==> src/rtl/zbpd_pkg.sv <==
// Package of the zero-budget prefix block decoder: widths, codes, internal structs,
// the prefix code table and the block continuation rule. Depends on nothing.
package zbpd_pkg;

    localparam int CODE_BITS       = 8;
    localparam int LEN_BITS        = 4;
    localparam int SYM_BITS        = 5;
    localparam int SYM_WIDTH_BITS  = 3;
    localparam int ZEROS_BITS      = 3;
    localparam int ZC_BITS         = 16;
    localparam int ZC_EXT_BITS     = ZC_BITS + 1;
    localparam int STREAM_BITS     = 24;
    localparam int STREAM_EXT_BITS = STREAM_BITS + 1;
    localparam int RESERVE_BITS    = 3;
    localparam int LEFT_BITS       = 4;
    localparam int CFG_IDX_BITS    = 2;
    localparam int CFG_DATA_BITS   = 24;
    localparam int MIN_CODE_BITS   = 3;

    localparam logic [SYM_WIDTH_BITS-1:0] WIDTH_END = 3'd0;
    localparam logic [SYM_WIDTH_BITS-1:0] WIDTH_RAW = 3'd1;
    localparam logic [SYM_WIDTH_BITS-1:0] WIDTH_SYM = 3'd5;

    localparam logic [CFG_IDX_BITS-1:0] CFG_TARGET  = 2'd0;
    localparam logic [CFG_IDX_BITS-1:0] CFG_RESERVE = 2'd1;
    localparam logic [CFG_IDX_BITS-1:0] CFG_AVAIL   = 2'd2;

    typedef struct packed {
        logic take;
        logic first;
        logic shift;
        logic code_bit;
    } pfx_ctrl_t;

    typedef struct packed {
        logic                  hit;
        logic [SYM_BITS-1:0]   sym;
        logic [ZEROS_BITS-1:0] zeros;
        logic [LEN_BITS-1:0]   len;
        logic [CODE_BITS-1:0]  bits;
    } pfx_stat_t;

    typedef struct packed {
        logic                 load;
        logic                 shift;
        logic [CODE_BITS-1:0] bits;
        logic [LEN_BITS-1:0]  len;
    } rp_ctrl_t;

    typedef struct packed {
        logic                head;
        logic [LEN_BITS-1:0] count;
    } rp_stat_t;

    typedef struct packed {
        logic                hit;
        logic [SYM_BITS-1:0] sym;
    } lookup_t;

    typedef struct packed {
        logic stop;
        logic err;
        logic tail;
    } nm_t;

    typedef struct packed {
        logic [SYM_BITS-1:0]       bits;
        logic [SYM_WIDTH_BITS-1:0] width;
        logic                      done;
        logic                      status;
        logic [LEFT_BITS-1:0]      left;
        logic                      last;
    } res_t;

    function automatic lookup_t code_lookup(input logic [LEN_BITS-1:0]  len,
                                            input logic [CODE_BITS-1:0] code);
        lookup_t r;
        r.hit = 1'b1;
        r.sym = '0;
        unique case ({len, code})
            {4'd3, 8'h00}: r.sym = 5'd0;
            {4'd4, 8'h02}: r.sym = 5'd1;
            {4'd4, 8'h03}: r.sym = 5'd2;
            {4'd4, 8'h04}: r.sym = 5'd4;
            {4'd4, 8'h05}: r.sym = 5'd8;
            {4'd4, 8'h06}: r.sym = 5'd16;
            {4'd5, 8'h0E}: r.sym = 5'd3;
            {4'd5, 8'h0F}: r.sym = 5'd6;
            {4'd5, 8'h10}: r.sym = 5'd5;
            {4'd5, 8'h11}: r.sym = 5'd12;
            {4'd5, 8'h12}: r.sym = 5'd10;
            {4'd5, 8'h13}: r.sym = 5'd9;
            {4'd5, 8'h14}: r.sym = 5'd24;
            {4'd5, 8'h15}: r.sym = 5'd20;
            {4'd5, 8'h16}: r.sym = 5'd18;
            {4'd5, 8'h17}: r.sym = 5'd17;
            {4'd5, 8'h18}: r.sym = 5'd28;
            {4'd5, 8'h19}: r.sym = 5'd25;
            {4'd5, 8'h1A}: r.sym = 5'd26;
            {4'd5, 8'h1B}: r.sym = 5'd7;
            {4'd6, 8'h38}: r.sym = 5'd11;
            {4'd6, 8'h39}: r.sym = 5'd13;
            {4'd6, 8'h3A}: r.sym = 5'd14;
            {4'd6, 8'h3B}: r.sym = 5'd19;
            {4'd6, 8'h3C}: r.sym = 5'd22;
            {4'd7, 8'h7A}: r.sym = 5'd21;
            {4'd7, 8'h7B}: r.sym = 5'd30;
            {4'd7, 8'h7C}: r.sym = 5'd29;
            {4'd7, 8'h7D}: r.sym = 5'd23;
            {4'd7, 8'h7E}: r.sym = 5'd15;
            {4'd8, 8'hFE}: r.sym = 5'd27;
            {4'd8, 8'hFF}: r.sym = 5'd31;
            default:       r.hit = 1'b0;
        endcase
        return r;
    endfunction

    function automatic logic [ZEROS_BITS-1:0] zeros_in(input logic [SYM_BITS-1:0] sym);
        logic [ZEROS_BITS-1:0] z;
        z = '0;
        for (int i = 0; i < SYM_BITS; i++) begin
            z = z + ZEROS_BITS'(!sym[i]);
        end
        return z;
    endfunction

    // Decides whether a block stops, goes on with codewords or turns to raw bits.
    function automatic nm_t next_mode(input logic [ZC_BITS-1:0]      zc,
                                      input logic [ZC_BITS-1:0]      tgt,
                                      input logic [RESERVE_BITS-1:0] rsv,
                                      input logic                    room);
        nm_t r;
        r = '0;
        if (zc >= tgt) begin
            r.stop = 1'b1;
        end
        else if (rsv != '0) begin
            r.tail = ((ZC_EXT_BITS'(zc) + ZC_EXT_BITS'(rsv)) > ZC_EXT_BITS'(tgt)) || !room;
        end
        else if (!room) begin
            r.stop = 1'b1;
            r.err  = 1'b1;
        end
        return r;
    endfunction

endpackage

==> src/rtl/zbpd_if.sv <==
// Handshake channels of the zero-budget prefix block decoder: code bits in, results out.
// Depends on zbpd_pkg for the result field widths.
interface zbpd_code_if;
    logic valid;
    logic ready;
    logic code_bit;
    logic first;

    modport source (output valid, output code_bit, output first, input ready);
    modport sink (input valid, input code_bit, input first, output ready);
endinterface

interface zbpd_sym_if;
    import zbpd_pkg::*;

    logic                      valid;
    logic                      ready;
    logic [SYM_BITS-1:0]       sym_bits;
    logic [SYM_WIDTH_BITS-1:0] sym_width;
    logic                      done_res;
    logic                      status;
    logic [LEFT_BITS-1:0]      leftover_bits;
    logic                      last;

    modport source (output valid, output sym_bits, output sym_width, output done_res,
                    output status, output leftover_bits, output last, input ready);
    modport sink (input valid, input sym_bits, input sym_width, input done_res,
                  input status, input leftover_bits, input last, output ready);
endinterface

==> src/rtl/zbpd_prefix.sv <==
// Prefix accumulator: shifts code bits into the codeword buffer and looks them up.
// Depends on zbpd_pkg for the code table and the control and status structs.
module zbpd_prefix (
    input  logic                clk,
    input  logic                rst_n,
    input  zbpd_pkg::pfx_ctrl_t ctrl,
    output zbpd_pkg::pfx_stat_t stat
);
    import zbpd_pkg::*;

    logic [CODE_BITS-1:0] buf_reg;
    logic [CODE_BITS-1:0] buf_next;
    logic [LEN_BITS-1:0]  len_reg;
    logic [LEN_BITS-1:0]  len_next;
    logic [CODE_BITS-1:0] base_buf;
    logic [LEN_BITS-1:0]  base_len;
    logic                 full;
    lookup_t              hit_info;

    always_comb
    begin
        base_buf = ctrl.first ? '0 : buf_reg;
        base_len = ctrl.first ? '0 : len_reg;
        buf_next = {base_buf[CODE_BITS-2:0], ctrl.code_bit};
        len_next = base_len + 1'b1;
        full     = len_next >= LEN_BITS'(CODE_BITS);
        hit_info = code_lookup(len_next, buf_next);

        stat.hit   = hit_info.hit;
        stat.sym   = hit_info.sym;
        stat.zeros = zeros_in(hit_info.sym);
        stat.len   = len_next;
        stat.bits  = buf_next;
    end

    always_ff @(posedge clk or negedge rst_n)
    begin
        if (!rst_n)
        begin
            buf_reg <= '0;
            len_reg <= '0;
        end
        else if (ctrl.take)
        begin
            if (ctrl.shift && !hit_info.hit && !full)
            begin
                buf_reg <= buf_next;
                len_reg <= len_next;
            end
            else if (ctrl.shift || ctrl.first)
            begin
                buf_reg <= '0;
                len_reg <= '0;
            end
        end
    end

endmodule

==> src/rtl/zbpd_replay.sv <==
// Replay shift register: hands out the bits of a dropped codeword one per cycle while shifted.
// Depends on zbpd_pkg for the replay control and status structs.
module zbpd_replay (
    input  logic               clk,
    input  logic               rst_n,
    input  zbpd_pkg::rp_ctrl_t ctrl,
    output zbpd_pkg::rp_stat_t stat
);
    import zbpd_pkg::*;

    logic [CODE_BITS-1:0] sr_reg;
    logic [LEN_BITS-1:0]  cnt_reg;

    assign stat.head  = sr_reg[CODE_BITS-1];
    assign stat.count = cnt_reg;

    always_ff @(posedge clk or negedge rst_n)
    begin
        if (!rst_n)
        begin
            cnt_reg <= '0;
        end
        else if (ctrl.load)
        begin
            cnt_reg <= ctrl.len;
        end
        else if (ctrl.shift)
        begin
            cnt_reg <= cnt_reg - 1'b1;
        end
    end

    // The codeword is left-aligned so that its first bit sits at the head.
    always_ff @(posedge clk)
    begin
        if (ctrl.load)
        begin
            sr_reg <= ctrl.bits << (LEN_BITS'(CODE_BITS) - ctrl.len);
        end
        else if (ctrl.shift)
        begin
            sr_reg <= {sr_reg[CODE_BITS-2:0], 1'b0};
        end
    end

endmodule

==> src/rtl/zero_budget_prefix_block_decoder.sv <==
// Top level of the zero-budget prefix block decoder: block control, counters and result register.
// Depends on zbpd_pkg, zbpd_if, zbpd_prefix and zbpd_replay.
//
//   channel   direction  contents
//   stream    in         code_bit, first
//   result    out        sym_bits, sym_width, done_res, status, leftover_bits, last
//   cfg       in         cfg_we, cfg_index, cfg_data (write only)
//
// One bit is taken per cycle while ready; its result, if any, is registered in the next cycle.
// A codeword dropped with a nonzero reserve gives one raw bit result per replayed bit from the
// replay shift register, and no code bit is taken until that replay has ended.
// Reset clears all control state at once; there is no clearing pass.
// A bit is taken whenever no replay runs and the result register is empty or being emptied.
module zero_budget_prefix_block_decoder (
    input  logic                               clk,
    input  logic                               rst_n,
    input  logic                               cfg_we,
    input  logic [zbpd_pkg::CFG_IDX_BITS-1:0]  cfg_index,
    input  logic [zbpd_pkg::CFG_DATA_BITS-1:0] cfg_data,
    zbpd_code_if.sink                          stream,
    zbpd_sym_if.source                         result
);
    import zbpd_pkg::*;

    typedef enum logic [3:0] {
        ST_IDLE   = 4'b0001,
        ST_DECODE = 4'b0010,
        ST_TAIL   = 4'b0100,
        ST_REPLAY = 4'b1000
    } state_t;

    state_t                    mode_reg;
    state_t                    mode_next;
    state_t                    eff_mode;
    logic [ZC_BITS-1:0]        zc_reg;
    logic [ZC_BITS-1:0]        zc_next;
    logic [STREAM_BITS-1:0]    bu_reg;
    logic [STREAM_BITS-1:0]    bu_next;
    logic [ZC_BITS-1:0]        target_reg;
    logic [RESERVE_BITS-1:0]   reserve_reg;
    logic [STREAM_BITS-1:0]    avail_reg;
    logic                      out_valid_reg;
    res_t                      out_reg;
    res_t                      res;
    logic                      res_load;

    logic                      slot_free;
    logic                      accept;
    logic [ZC_BITS-1:0]        eff_zc;
    logic [STREAM_BITS-1:0]    eff_bu;
    logic [STREAM_BITS-1:0]    bu_inc;
    logic                      room0;
    logic                      room1;
    nm_t                       m0;
    nm_t                       m1;
    logic [ZC_EXT_BITS-1:0]    nc;
    logic                      ok;
    logic [ZC_EXT_BITS-1:0]    tz;
    logic                      tdone;
    logic [ZC_EXT_BITS-1:0]    rz;
    logic                      rdone;

    pfx_ctrl_t                 pfx_ctrl;
    pfx_stat_t                 pfx;
    rp_ctrl_t                  rp_ctrl;
    rp_stat_t                  rp;

    zbpd_prefix u_prefix (
        .clk   (clk),
        .rst_n (rst_n),
        .ctrl  (pfx_ctrl),
        .stat  (pfx)
    );

    zbpd_replay u_replay (
        .clk   (clk),
        .rst_n (rst_n),
        .ctrl  (rp_ctrl),
        .stat  (rp)
    );

    assign slot_free    = !out_valid_reg || result.ready;
    assign stream.ready = (mode_reg != ST_REPLAY) && slot_free;
    assign accept       = stream.valid && stream.ready;

    assign result.valid         = out_valid_reg;
    assign result.sym_bits      = out_reg.bits;
    assign result.sym_width     = out_reg.width;
    assign result.done_res      = out_reg.done;
    assign result.status        = out_reg.status;
    assign result.leftover_bits = out_reg.left;
    assign result.last          = out_reg.last;

    always_comb
    begin
        room0 = (STREAM_EXT_BITS'(MIN_CODE_BITS) + STREAM_EXT_BITS'(reserve_reg))
                <= STREAM_EXT_BITS'(avail_reg);
        m0    = next_mode('0, target_reg, reserve_reg, room0);

        if (stream.first)
        begin
            eff_zc = '0;
            eff_bu = '0;
            if (m0.stop)
            begin
                eff_mode = ST_IDLE;
            end
            else if (m0.tail)
            begin
                eff_mode = ST_TAIL;
            end
            else
            begin
                eff_mode = ST_DECODE;
            end
        end
        else
        begin
            eff_zc   = zc_reg;
            eff_bu   = bu_reg;
            eff_mode = mode_reg;
        end

        bu_inc = (eff_bu == {STREAM_BITS{1'b1}}) ? eff_bu : eff_bu + 1'b1;
        room1  = (STREAM_EXT_BITS'(bu_inc) + STREAM_EXT_BITS'(MIN_CODE_BITS)
                  + STREAM_EXT_BITS'(reserve_reg)) <= STREAM_EXT_BITS'(avail_reg);

        nc = ZC_EXT_BITS'(eff_zc) + ZC_EXT_BITS'(pfx.zeros);
        if (reserve_reg == '0)
        begin
            ok = nc <= ZC_EXT_BITS'(target_reg);
        end
        else
        begin
            ok = (nc + ZC_EXT_BITS'(reserve_reg)) <= ZC_EXT_BITS'(target_reg);
        end
        m1 = next_mode(nc[ZC_BITS-1:0], target_reg, reserve_reg, room1);

        tz    = ZC_EXT_BITS'(eff_zc) + ZC_EXT_BITS'(!stream.code_bit);
        tdone = tz >= ZC_EXT_BITS'(target_reg);
        rz    = ZC_EXT_BITS'(zc_reg) + ZC_EXT_BITS'(!rp.head);
        rdone = rz >= ZC_EXT_BITS'(target_reg);

        pfx_ctrl.take     = accept;
        pfx_ctrl.first    = stream.first;
        pfx_ctrl.shift    = (eff_mode == ST_DECODE);
        pfx_ctrl.code_bit = stream.code_bit;
    end

    always_comb
    begin
        mode_next     = mode_reg;
        zc_next       = zc_reg;
        bu_next       = bu_reg;
        res_load      = 1'b0;
        res           = '0;
        rp_ctrl.load  = 1'b0;
        rp_ctrl.shift = 1'b0;
        rp_ctrl.bits  = pfx.bits;
        rp_ctrl.len   = pfx.len;

        if (accept)
        begin
            if (stream.first)
            begin
                zc_next   = '0;
                bu_next   = '0;
                mode_next = eff_mode;
            end

            if (stream.first && m0.stop)
            begin
                res_load   = 1'b1;
                res.width  = WIDTH_END;
                res.done   = 1'b1;
                res.status = m0.err;
                res.left   = LEFT_BITS'(1);
                res.last   = 1'b1;
            end
            else
            begin
                unique case (eff_mode)
                    ST_DECODE:
                    begin
                        bu_next = bu_inc;
                        if (pfx.hit)
                        begin
                            if (ok)
                            begin
                                zc_next    = nc[ZC_BITS-1:0];
                                res_load   = 1'b1;
                                res.bits   = pfx.sym;
                                res.width  = WIDTH_SYM;
                                res.done   = m1.stop;
                                res.status = m1.err;
                                res.last   = 1'b1;
                                if (m1.stop)
                                begin
                                    mode_next = ST_IDLE;
                                end
                                else if (m1.tail)
                                begin
                                    mode_next = ST_TAIL;
                                end
                                else
                                begin
                                    mode_next = ST_DECODE;
                                end
                            end
                            else if (reserve_reg == '0)
                            begin
                                res_load  = 1'b1;
                                res.width = WIDTH_END;
                                res.done  = 1'b1;
                                res.left  = pfx.len;
                                res.last  = 1'b1;
                                mode_next = ST_IDLE;
                            end
                            else
                            begin
                                rp_ctrl.load = 1'b1;
                                mode_next    = ST_REPLAY;
                            end
                        end
                    end
                    ST_TAIL:
                    begin
                        bu_next   = bu_inc;
                        zc_next   = tz[ZC_BITS-1:0];
                        res_load  = 1'b1;
                        res.bits  = SYM_BITS'(stream.code_bit);
                        res.width = WIDTH_RAW;
                        res.done  = tdone;
                        res.last  = 1'b1;
                        if (tdone)
                        begin
                            mode_next = ST_IDLE;
                        end
                    end
                    default:
                    begin
                        res_load = 1'b0;
                    end
                endcase
            end
        end
        else if ((mode_reg == ST_REPLAY) && slot_free)
        begin
            rp_ctrl.shift = 1'b1;
            zc_next       = rz[ZC_BITS-1:0];
            res_load      = 1'b1;
            res.bits      = SYM_BITS'(rp.head);
            res.width     = WIDTH_RAW;
            res.done      = rdone;
            res.left      = rdone ? rp.count - 1'b1 : '0;
            res.last      = rdone || (rp.count == LEFT_BITS'(1));
            if (rdone)
            begin
                mode_next = ST_IDLE;
            end
            else if (rp.count == LEFT_BITS'(1))
            begin
                mode_next = ST_TAIL;
            end
        end
    end

    always_ff @(posedge clk or negedge rst_n)
    begin
        if (!rst_n)
        begin
            mode_reg      <= ST_IDLE;
            zc_reg        <= '0;
            bu_reg        <= '0;
            target_reg    <= '0;
            reserve_reg   <= '0;
            avail_reg     <= '0;
            out_valid_reg <= 1'b0;
        end
        else
        begin
            mode_reg <= mode_next;
            zc_reg   <= zc_next;
            bu_reg   <= bu_next;

            if (res_load)
            begin
                out_valid_reg <= 1'b1;
            end
            else if (result.ready)
            begin
                out_valid_reg <= 1'b0;
            end

            if (cfg_we)
            begin
                unique case (cfg_index)
                    CFG_TARGET:  target_reg  <= cfg_data[ZC_BITS-1:0];
                    CFG_RESERVE: reserve_reg <= cfg_data[RESERVE_BITS-1:0];
                    CFG_AVAIL:   avail_reg   <= cfg_data[STREAM_BITS-1:0];
                    default:     avail_reg   <= avail_reg;
                endcase
            end
        end
    end

    always_ff @(posedge clk)
    begin
        if (res_load)
        begin
            out_reg <= res;
        end
    end

endmodule

==> src/flat_wrapper.sv <==
// flat-port wrapper written by rule: the top's interface ports become plain ports
module zero_budget_prefix_block_decoder_flat import zbpd_pkg::*;
  (clk, rst_n, cfg_we, cfg_index, cfg_data, stream_valid, stream_code_bit, stream_first, stream_ready, result_valid, result_sym_bits, result_sym_width, result_done_res, result_status, result_leftover_bits, result_last, result_ready);
  zbpd_code_if stream_i ();
  zbpd_sym_if result_i ();
  input  logic clk;
  input  logic rst_n;
  input  logic cfg_we;
  input  logic [zbpd_pkg::CFG_IDX_BITS-1:0] cfg_index;
  input  logic [zbpd_pkg::CFG_DATA_BITS-1:0] cfg_data;
  input wire logic [$bits(stream_i.valid)-1:0] stream_valid;
  input wire logic [$bits(stream_i.code_bit)-1:0] stream_code_bit;
  input wire logic [$bits(stream_i.first)-1:0] stream_first;
  output wire logic [$bits(stream_i.ready)-1:0] stream_ready;
  output wire logic [$bits(result_i.valid)-1:0] result_valid;
  output wire logic [$bits(result_i.sym_bits)-1:0] result_sym_bits;
  output wire logic [$bits(result_i.sym_width)-1:0] result_sym_width;
  output wire logic [$bits(result_i.done_res)-1:0] result_done_res;
  output wire logic [$bits(result_i.status)-1:0] result_status;
  output wire logic [$bits(result_i.leftover_bits)-1:0] result_leftover_bits;
  output wire logic [$bits(result_i.last)-1:0] result_last;
  input wire logic [$bits(result_i.ready)-1:0] result_ready;
  assign stream_i.valid = stream_valid;
  assign stream_i.code_bit = stream_code_bit;
  assign stream_i.first = stream_first;
  assign stream_ready = stream_i.ready;
  assign result_valid = result_i.valid;
  assign result_sym_bits = result_i.sym_bits;
  assign result_sym_width = result_i.sym_width;
  assign result_done_res = result_i.done_res;
  assign result_status = result_i.status;
  assign result_leftover_bits = result_i.leftover_bits;
  assign result_last = result_i.last;
  assign result_i.ready = result_ready;
  zero_budget_prefix_block_decoder u_core (.clk(clk), .rst_n(rst_n), .cfg_we(cfg_we), .cfg_index(cfg_index), .cfg_data(cfg_data), .stream(stream_i), .result(result_i));
endmodule
==> config.mk <==
export PLATFORM = sky130hd
export DESIGN_NAME = zero_budget_prefix_block_decoder_flat
export DESIGN_NICKNAME = d
export VERILOG_FILES = /design/src/rtl/zbpd_pkg.sv /design/src/rtl/zbpd_if.sv /design/src/rtl/zbpd_prefix.sv /design/src/rtl/zbpd_replay.sv /design/src/rtl/zero_budget_prefix_block_decoder.sv /design/src/flat_wrapper.sv
export SDC_FILE = /design/constraint.sdc
export NUM_CORES = 1
export LEC_CHECK = 0
export BUFFER_PORTS_ARGS = -buffer_cell sky130_fd_sc_hd__buf_4
export CAP_MARGIN = 40
export CORE_MARGIN = 4
export CORE_UTILIZATION = 68
export DETAILED_ROUTE_END_ITERATION = 10
export PLACE_DENSITY = 0.89
export SLEW_MARGIN = 20
export SYNTH_ARGS = -nofsm -noshare
export SYNTH_HDL_FRONTEND = slang
export SYNTH_SLANG_ARGS = --single-unit
==> constraint.sdc <==
create_clock -name clk -period 15.4 [get_ports clk]
set_input_delay 1.54 -clock clk [delete_from_list [all_inputs] [get_ports clk]]
set_output_delay 1.54 -clock clk [all_outputs]
set_load 0.01 [all_outputs]
==> flow_summary_export.csv, run 1 <==
group,metric,value,unit
outcome,outcome,"finished, final reports clean",
pwr,combPwrFrac,0.419,
sta,hold_violations,0,
critical_path,worst-r2r-cell-count,31,
worst_hold_path,min_from,"u_core.avail_reg[3]$_DFFE_PN0P_",
placed_design,post_dp_cell_area,12870,um^2
die,start_util,0.6929,
critical_path,worstPathRequired,15.74,ns
clock_network,numCtsBuffers,17,
logic_synthesis,synth_area_per_cell,8.216,um^2
route,wl,37.48,mm
critical_path,path_max_fanout,31,
pwr,p_int,866.7,uW
clock_network,cts_hold_buf,0,
clock_network,clockBufferDepth,2,
logic_synthesis,syn_nets,1674,
die,die-height,143.3,um
die,rows,49,
critical_path,cpPeakStageDelay,0.68,ns
sta,setup_viol,0,
critical_path,reg2reg_to,"u_core.u_replay.cnt_reg[1]$_DFFE_PN0P_",
sta,fin_ws,4.193,ns
clock_network,ctsResizeCount,0,
global_route,grt_start_max_net_pins,71,
route,drc,0,
pwr,p_sw,660.0,uW
global_route,antenna_found_initial,0,
critical_path,crit_path_top_delay_cell,"a32oi_1",
critical_path,path_buf_inv,6,
sta,slew_violations,0,
critical_path,startpoint_type,"input pin",
finish,fin_util,0.7499,
critical_path,crit_family,"simple AND/OR/NAND/NOR gates",
pwr,pwr-share-clk,0.266,
finish,nets,1668,
route,ant_nets,0,
route,dr.first_iter.drc_count,1698,
finish,drive_gt1_frac,0.1097,
logic_synthesis,netlist_area,12450,um^2
job,maxCapViolations,0,
finish,final_area,13470,um^2
logic_synthesis,ys_seq_elements,125,
finish,n_antenna_cell,0,
clock_network,htreeDepth,4,
sta,fin_crit_sh,0.7278,
die,die_x,143.3,um
route,viasPerCell,6.985,
logic_synthesis,yosys-top-cells-area,"dfrtp_1 (21%), ha_1 (12%), edfxtp_1 (5.3%), nand2_1 (4.6%), o21ai_0 (4.3%)",
pwr,worst_ir_drop_vdd,0.0001264,V
sta,relSlewSlack,0.4198,
clock_network,clockRootBuffer,"clkbuf_16",
pwr,switching_share,0.4323,
pwr,power.density,113.3,nW/um^2
logic_synthesis,syn_inst,1515,
finish,syn2layout_area_growth,8.233,%
global_route,grt_use_total,0.3647,
critical_path,crit_type,"input pin to flop",
placed_design,dp_hpwl,27.43,mm
logic_synthesis,ys_warn_count,0,
pwr,seq_power_share,0.314,
global_route,globalRouteOverflowTotal,0,
die,core-area,17960,um^2
die,pin_count,50,
pwr,power.leakage,0.005835,uW
logic_synthesis,synth_cell_types,96,
clock_network,path_clk_slew,0.06,ns
sta,fin_tns_setup,0,ns
critical_path,end_kind,"flop",
finish,final_cells,1751,
global_route,grt_pass1_vias,11579,
sta,worstMarginPinSlew,0.8694,ns
die,dieArea,20530,um^2
finish,final_cell_mix,"nand2_1 (154), ha_1 (121), nor2_1 (107), o21ai_0 (106), dfrtp_1 (102)",
sta,final.min_clock_period,11.21,ns
logic_synthesis,synth_area_leader_cell,"dfrtp_1",
worst_hold_path,hp-class,"flop to flop",
critical_path,cpMostUsedCell,"inv_1",
critical_path,worstReg2RegStart,"u_core.u_prefix.len_reg[0]$_DFFE_PN0P_",
worst_hold_path,whs_path_depth,1,
global_route,grt_pass1_wl,59.91,mm
critical_path,cp_data_arrival_time,11.54,ns
worst_hold_path,holdPathEnd,"u_core.avail_reg[3]$_DFFE_PN0P_",
route,wl_per_cell,21.40,um
placed_design,portBuffers,48,
clock_network,post-cts-setup-buffer-count,0,
logic_synthesis,seq_area_frac_synth,0.2603,
clock_network,cts.sinks,125,
logic_synthesis,yosys_most_used_dff,"dfrtp_1",
logic_synthesis,synth_top_area_share,0.2051,
logic_synthesis,synth_edf_count,22,
critical_path,reg2reg_slack,4.98,ns
finish,fill_cells,1278,
placed_design,dp_cells,1717,
sta,fin_skew,0.01731,ns
logic_synthesis,async_flop_share,0.8240,
sta,rsz0062_at_grt,"false",
clock_network,clk_latency,0.43,ns
finish,final_common_cell,"nand2_1",
placed_design,finalWeightedCongestion,1.023,
route,vias,12231,
sta,max_freq,89.23,MHz
clock_network,tritoncts,"yes",
route,dr.pass1.iters,6,
placed_design,dp_slack,4.033,ns
-- worst max-delay path by stage --
| stage | start | endpoint | slack (ns) | depth (start not counted) |
|---|---|---|---|---|
| 2_1_floorplan | stream_first | u_core.zc_reg[11]$_DFFE_PN0P_ | 4.88 | 43 |
| 3_3_place_gp | stream_first | u_core.zc_reg[10]$_DFFE_PN0P_ | 4.11 | 37 |
| 3_5_place_dp | stream_first | u_core.u_replay.cnt_reg[1]$_DFFE_PN0P_ | 4.03 | 35 |
| 4_1_cts | stream_first | u_core.u_replay.cnt_reg[1]$_DFFE_PN0P_ | 4.46 | 35 |
| 5_1_grt | stream_first | u_core.u_replay.sr_reg[7]$_DFFE_PP_ | 3.36 | 34 |
| 6_report | stream_first | u_core.u_replay.cnt_reg[1]$_DFFE_PN0P_ | 4.19 | 35 |
-- layout make-up --
type	count	area, um^2	share of cell area
Clock buffer	18	450.4	0.03344
Clock inverter	14	140.1	0.01040
Inverter	89	334.1	0.02480
Multi-Input combinational cell	1210	8487	0.6300
Sequential cell	125	3239	0.2405
Tap cell	229	286.5	0.02127
Timing Repair Buffer	66	534.3	0.03966
-- power by group through the flow --
stage               logic (uW)  registers [uW]  clock network [uW]
detailed placement         611             481                   0
CTS                        620             475                 407
floorplan                  487             421                   0
global route               699             486                 425
finish                     640             480                 406
global placement           580             476                   0
-- synthesized netlist by cell type (11+ instances only) --
cell type	instances
nand2_1	154
ha_1	121
nor2_1	107
o21ai_0	106
dfrtp_1	102
inv_1	88
a21oi_1	80
clkbuf_1	65
nand3_1	56
xnor2_1	51
nand4_1	42
nor2b_1	42
xor2_1	42
nor3_1	32
mux2_2	31
edfxtp_1	22
a211oi_1	20
and3_1	20
nor4_1	19
o31ai_1	18
a21o_1	15
a22o_1	13
a31oi_1	13
nand2b_1	13
nand3b_1	13
mux2i_1	12
buf_2	11
-- kinds of logic (layout without fill, tap and decap cells) --
family / Yosys count / after routing / share of synthesized area
flops: 125 / 125 / 0.2603
fa+ha+maj: 126 / 126 / 0.1297
simple gates: 575 / 575 / 0.2453
other cells: 1 / 1 / 0.0003013
xor+xnor: 93 / 93 / 0.06544
mux: 43 / 43 / 0.03770
buf+inv: 180 / 187 / 0.05891
compound gates: 372 / 372 / 0.2025
-- layer usage --
layer,routed length [um],vias up,part of all wire,global-route usage
met4,1763,0,0.047,0.1556
met3,3895,149,0.10,0.07587
met2,16530,811,0.44,0.5517
met5,0,-,0,0
li1,-,5518,-,-
met1,15290,5753,0.41,0.5106
-- metrics by stage --
stage                     hold slack [ns]  power, uW
final                              0.5097       1527
after global routing               0.5243       1610
after CTS                          0.5094       1502
after detailed placement           0.4952       1092
after global placement             0.4891       1056
after floorplan                    0.4794      907.6
No activity file was read; power rests on OpenSTA's default activity.
==> run 2: changes to the inputs <==
CORE_UTILIZATION = 58   (was 68)
PLACE_DENSITY = 0.81   (was 0.89)
clock period = 10 ns   (was 15.4 ns; I/O delays follow)
==> flow_summary_export.csv, run 2 (synthesis gave the netlist of run 1 again) <==
group,metric,value,unit
outcome,outcome,"finished, final reports clean",
pwr,power.density,174.8,nW/um^2
global_route,antenna_found_initial,0,
finish,final_area,13660,um^2
global_route,globalRouteOverflowTotal,0,
finish,syn2layout_area_growth,9.720,%
worst_hold_path,min_from,"u_core.avail_reg[1]$_DFFE_PN0P_",
critical_path,cp_data_arrival_time,9.66,ns
global_route,grt_start_max_net_pins,56,
pwr,p_sw,1002,uW
placed_design,portBuffers,48,
placed_design,dp_slack,0.2144,ns
critical_path,crit_family,"adder cells",
sta,slew_violations,0,
placed_design,dp_hpwl,28.14,mm
global_route,grt_use_total,0.3131,
finish,n_antenna_cell,0,
clock_network,clk_latency,0.42,ns
pwr,pwr-share-clk,0.275,
critical_path,cpPeakStageDelay,0.55,ns
die,die-height,154.5,um
critical_path,worstPathRequired,10.28,ns
sta,fin_crit_sh,0.9384,
clock_network,htreeDepth,4,
sta,hold_violations,0,
critical_path,crit_start,"stream_first",
finish,final_common_cell,"nand2_1",
pwr,worst_ir_drop_vdd,0.0001297,V
pwr,power.leakage,0.005905,uW
global_route,grt_pass1_vias,11272,
clock_network,clockRootBuffer,"clkbuf_16",
critical_path,end_kind,"flop",
clock_network,numCtsBuffers,17,
finish,final_cell_mix,"nand2_1 (153), ha_1 (121), nor2_1 (107), o21ai_0 (106), dfrtp_1 (102)",
critical_path,worstReg2RegStart,"u_core.u_prefix.len_reg[0]$_DFFE_PN0P_",
clock_network,clockBufferDepth,2,
placed_design,finalWeightedCongestion,0.9643,
critical_path,crit_path_top_delay_cell,"fa_1",
clock_network,path_clk_slew,0.07,ns
finish,drive_gt1_frac,0.1199,
sta,fin_ws,0.6159,ns
die,core-area,21090,um^2
sta,relSlewSlack,0.4016,
pwr,combPwrFrac,0.426,
route,dr.first_iter.drc_count,1522,
critical_path,path_buf_inv,6,
route,wl,38.04,mm
worst_hold_path,hp-class,"flop to flop",
global_route,grt_pass1_wl,60.69,mm
route,drc,0,
critical_path,startpoint_type,"input pin",
route,ant_nets,0,
pwr,total_power,2387,uW
die,pin_count,50,
route,dr.pass1.iters,6,
pwr,seq_power_share,0.299,
sta,worstMarginPinSlew,0.8934,ns
sta,fin_skew,0.01278,ns
route,vias,11951,
route,wl_per_cell,21.02,um
sta,final.min_clock_period,9.384,ns
die,rows,53,
die,die_x,154.5,um
pwr,p_int,1385,uW
clock_network,tritoncts,"yes",
job,maxCapViolations,0,
die,start_util,0.5902,
sta,setup_viol,0,
critical_path,path_max_fanout,17,
sta,max_freq,106.6,MHz
placed_design,post_dp_cell_area,13000,um^2
route,viasPerCell,6.603,
pwr,switching_share,0.4198,
finish,nets,1681,
die,dieArea,23870,um^2
critical_path,crit_type,"input pin to flop",
clock_network,cts.sinks,125,
## run 2: cell types whose count changed in the layout (fill, tap and decap cells not counted), sizes merged
cell      previous run  this run
buf                 65        79
bufinv               0         2
inv                 99        97
clkbuf              19        18
clkinv               2         3
clkinvlp             2         1
## run 2: worst register-to-register path: cells and delay by family, from the launching register on
kind / cells / cell delay (ns)
mux: 1 / 0.31
flops: 1 / 0.36
fa+ha+maj: 7 / 2.68
buf+inv: 6 / 0.89
xor+xnor: 1 / 0.18
simple gates: 11 / 2.52
compound gates: 10 / 2.22
## run 2: power groups by stage
stage | logic (uW) | clock network (uW) | registers [uW]
after floorplan | 750 | 0 | 648
after global placement | 946 | 0 | 712
after detailed placement | 980 | 0 | 715
after CTS | 990 | 657 | 708
after global routing | 1120 | 681 | 724
final | 1020 | 656 | 714
## run 2: metal layers
metal,vias up,share of wire,track usage
met2,688,0.45,0.4879
met4,0,0.031,0.09714
li1,5558,-,-
met5,-,0,0
met3,101,0.091,0.04561
met1,5604,0.43,0.4513
## run 2: per-stage QoR
step	cells	hold slack, ns	setup TNS, ns	util
3_3_place_gp	1772	0.4915	0	0.6141
2_1_floorplan	1515	0.4794	0	-
4_1_cts	1808	0.5234	0	0.6454
3_5_place_dp	1776	0.5115	0	0.6164
5_1_grt	1810	0.5350	-0.09487	0.6476
6_report	1810	0.5176	0	0.6476
## run 2: what timing repair did
| item | in CTS | in global routing |
|---|---|---|
| endpoints found under the setup margin | 0 | 38 |
| gates resized for setup | 0 | 6 |
| hold buffers | 0 | 0 |
| setup buffers | 0 | 1 |
## run 2: path summary, 6_finish.rpt
path | to | slack [ns] | cells past startpoint
max in group asynchronous | u_core.zc_reg[5]$_DFFE_PN0P_ | 8.21 | 2
hold reg to reg | u_core.avail_reg[1]$_DFFE_PN0P_ | 0.52 | 1
setup reg to reg | u_core.zc_reg[10]$_DFFE_PN0P_ | 0.69 | 36
min in group asynchronous | u_core.bu_reg[20]$_DFFE_PN0P_ | 0.62 | 1
setup / recovery | u_core.zc_reg[10]$_DFFE_PN0P_ | 0.62 | 36
hold / removal | u_core.avail_reg[1]$_DFFE_PN0P_ | 0.52 | 1
## run 2: area by class of cell
class,instances,area (um^2)
multi-input combinational,1210,8506
clock buffer,18,439.2
timing repair buffer,79,623.1
tap,275,344.1
sequential,125,3239
fill,1806,7431
clock inverter,14,171.4
inverter,89,334.1
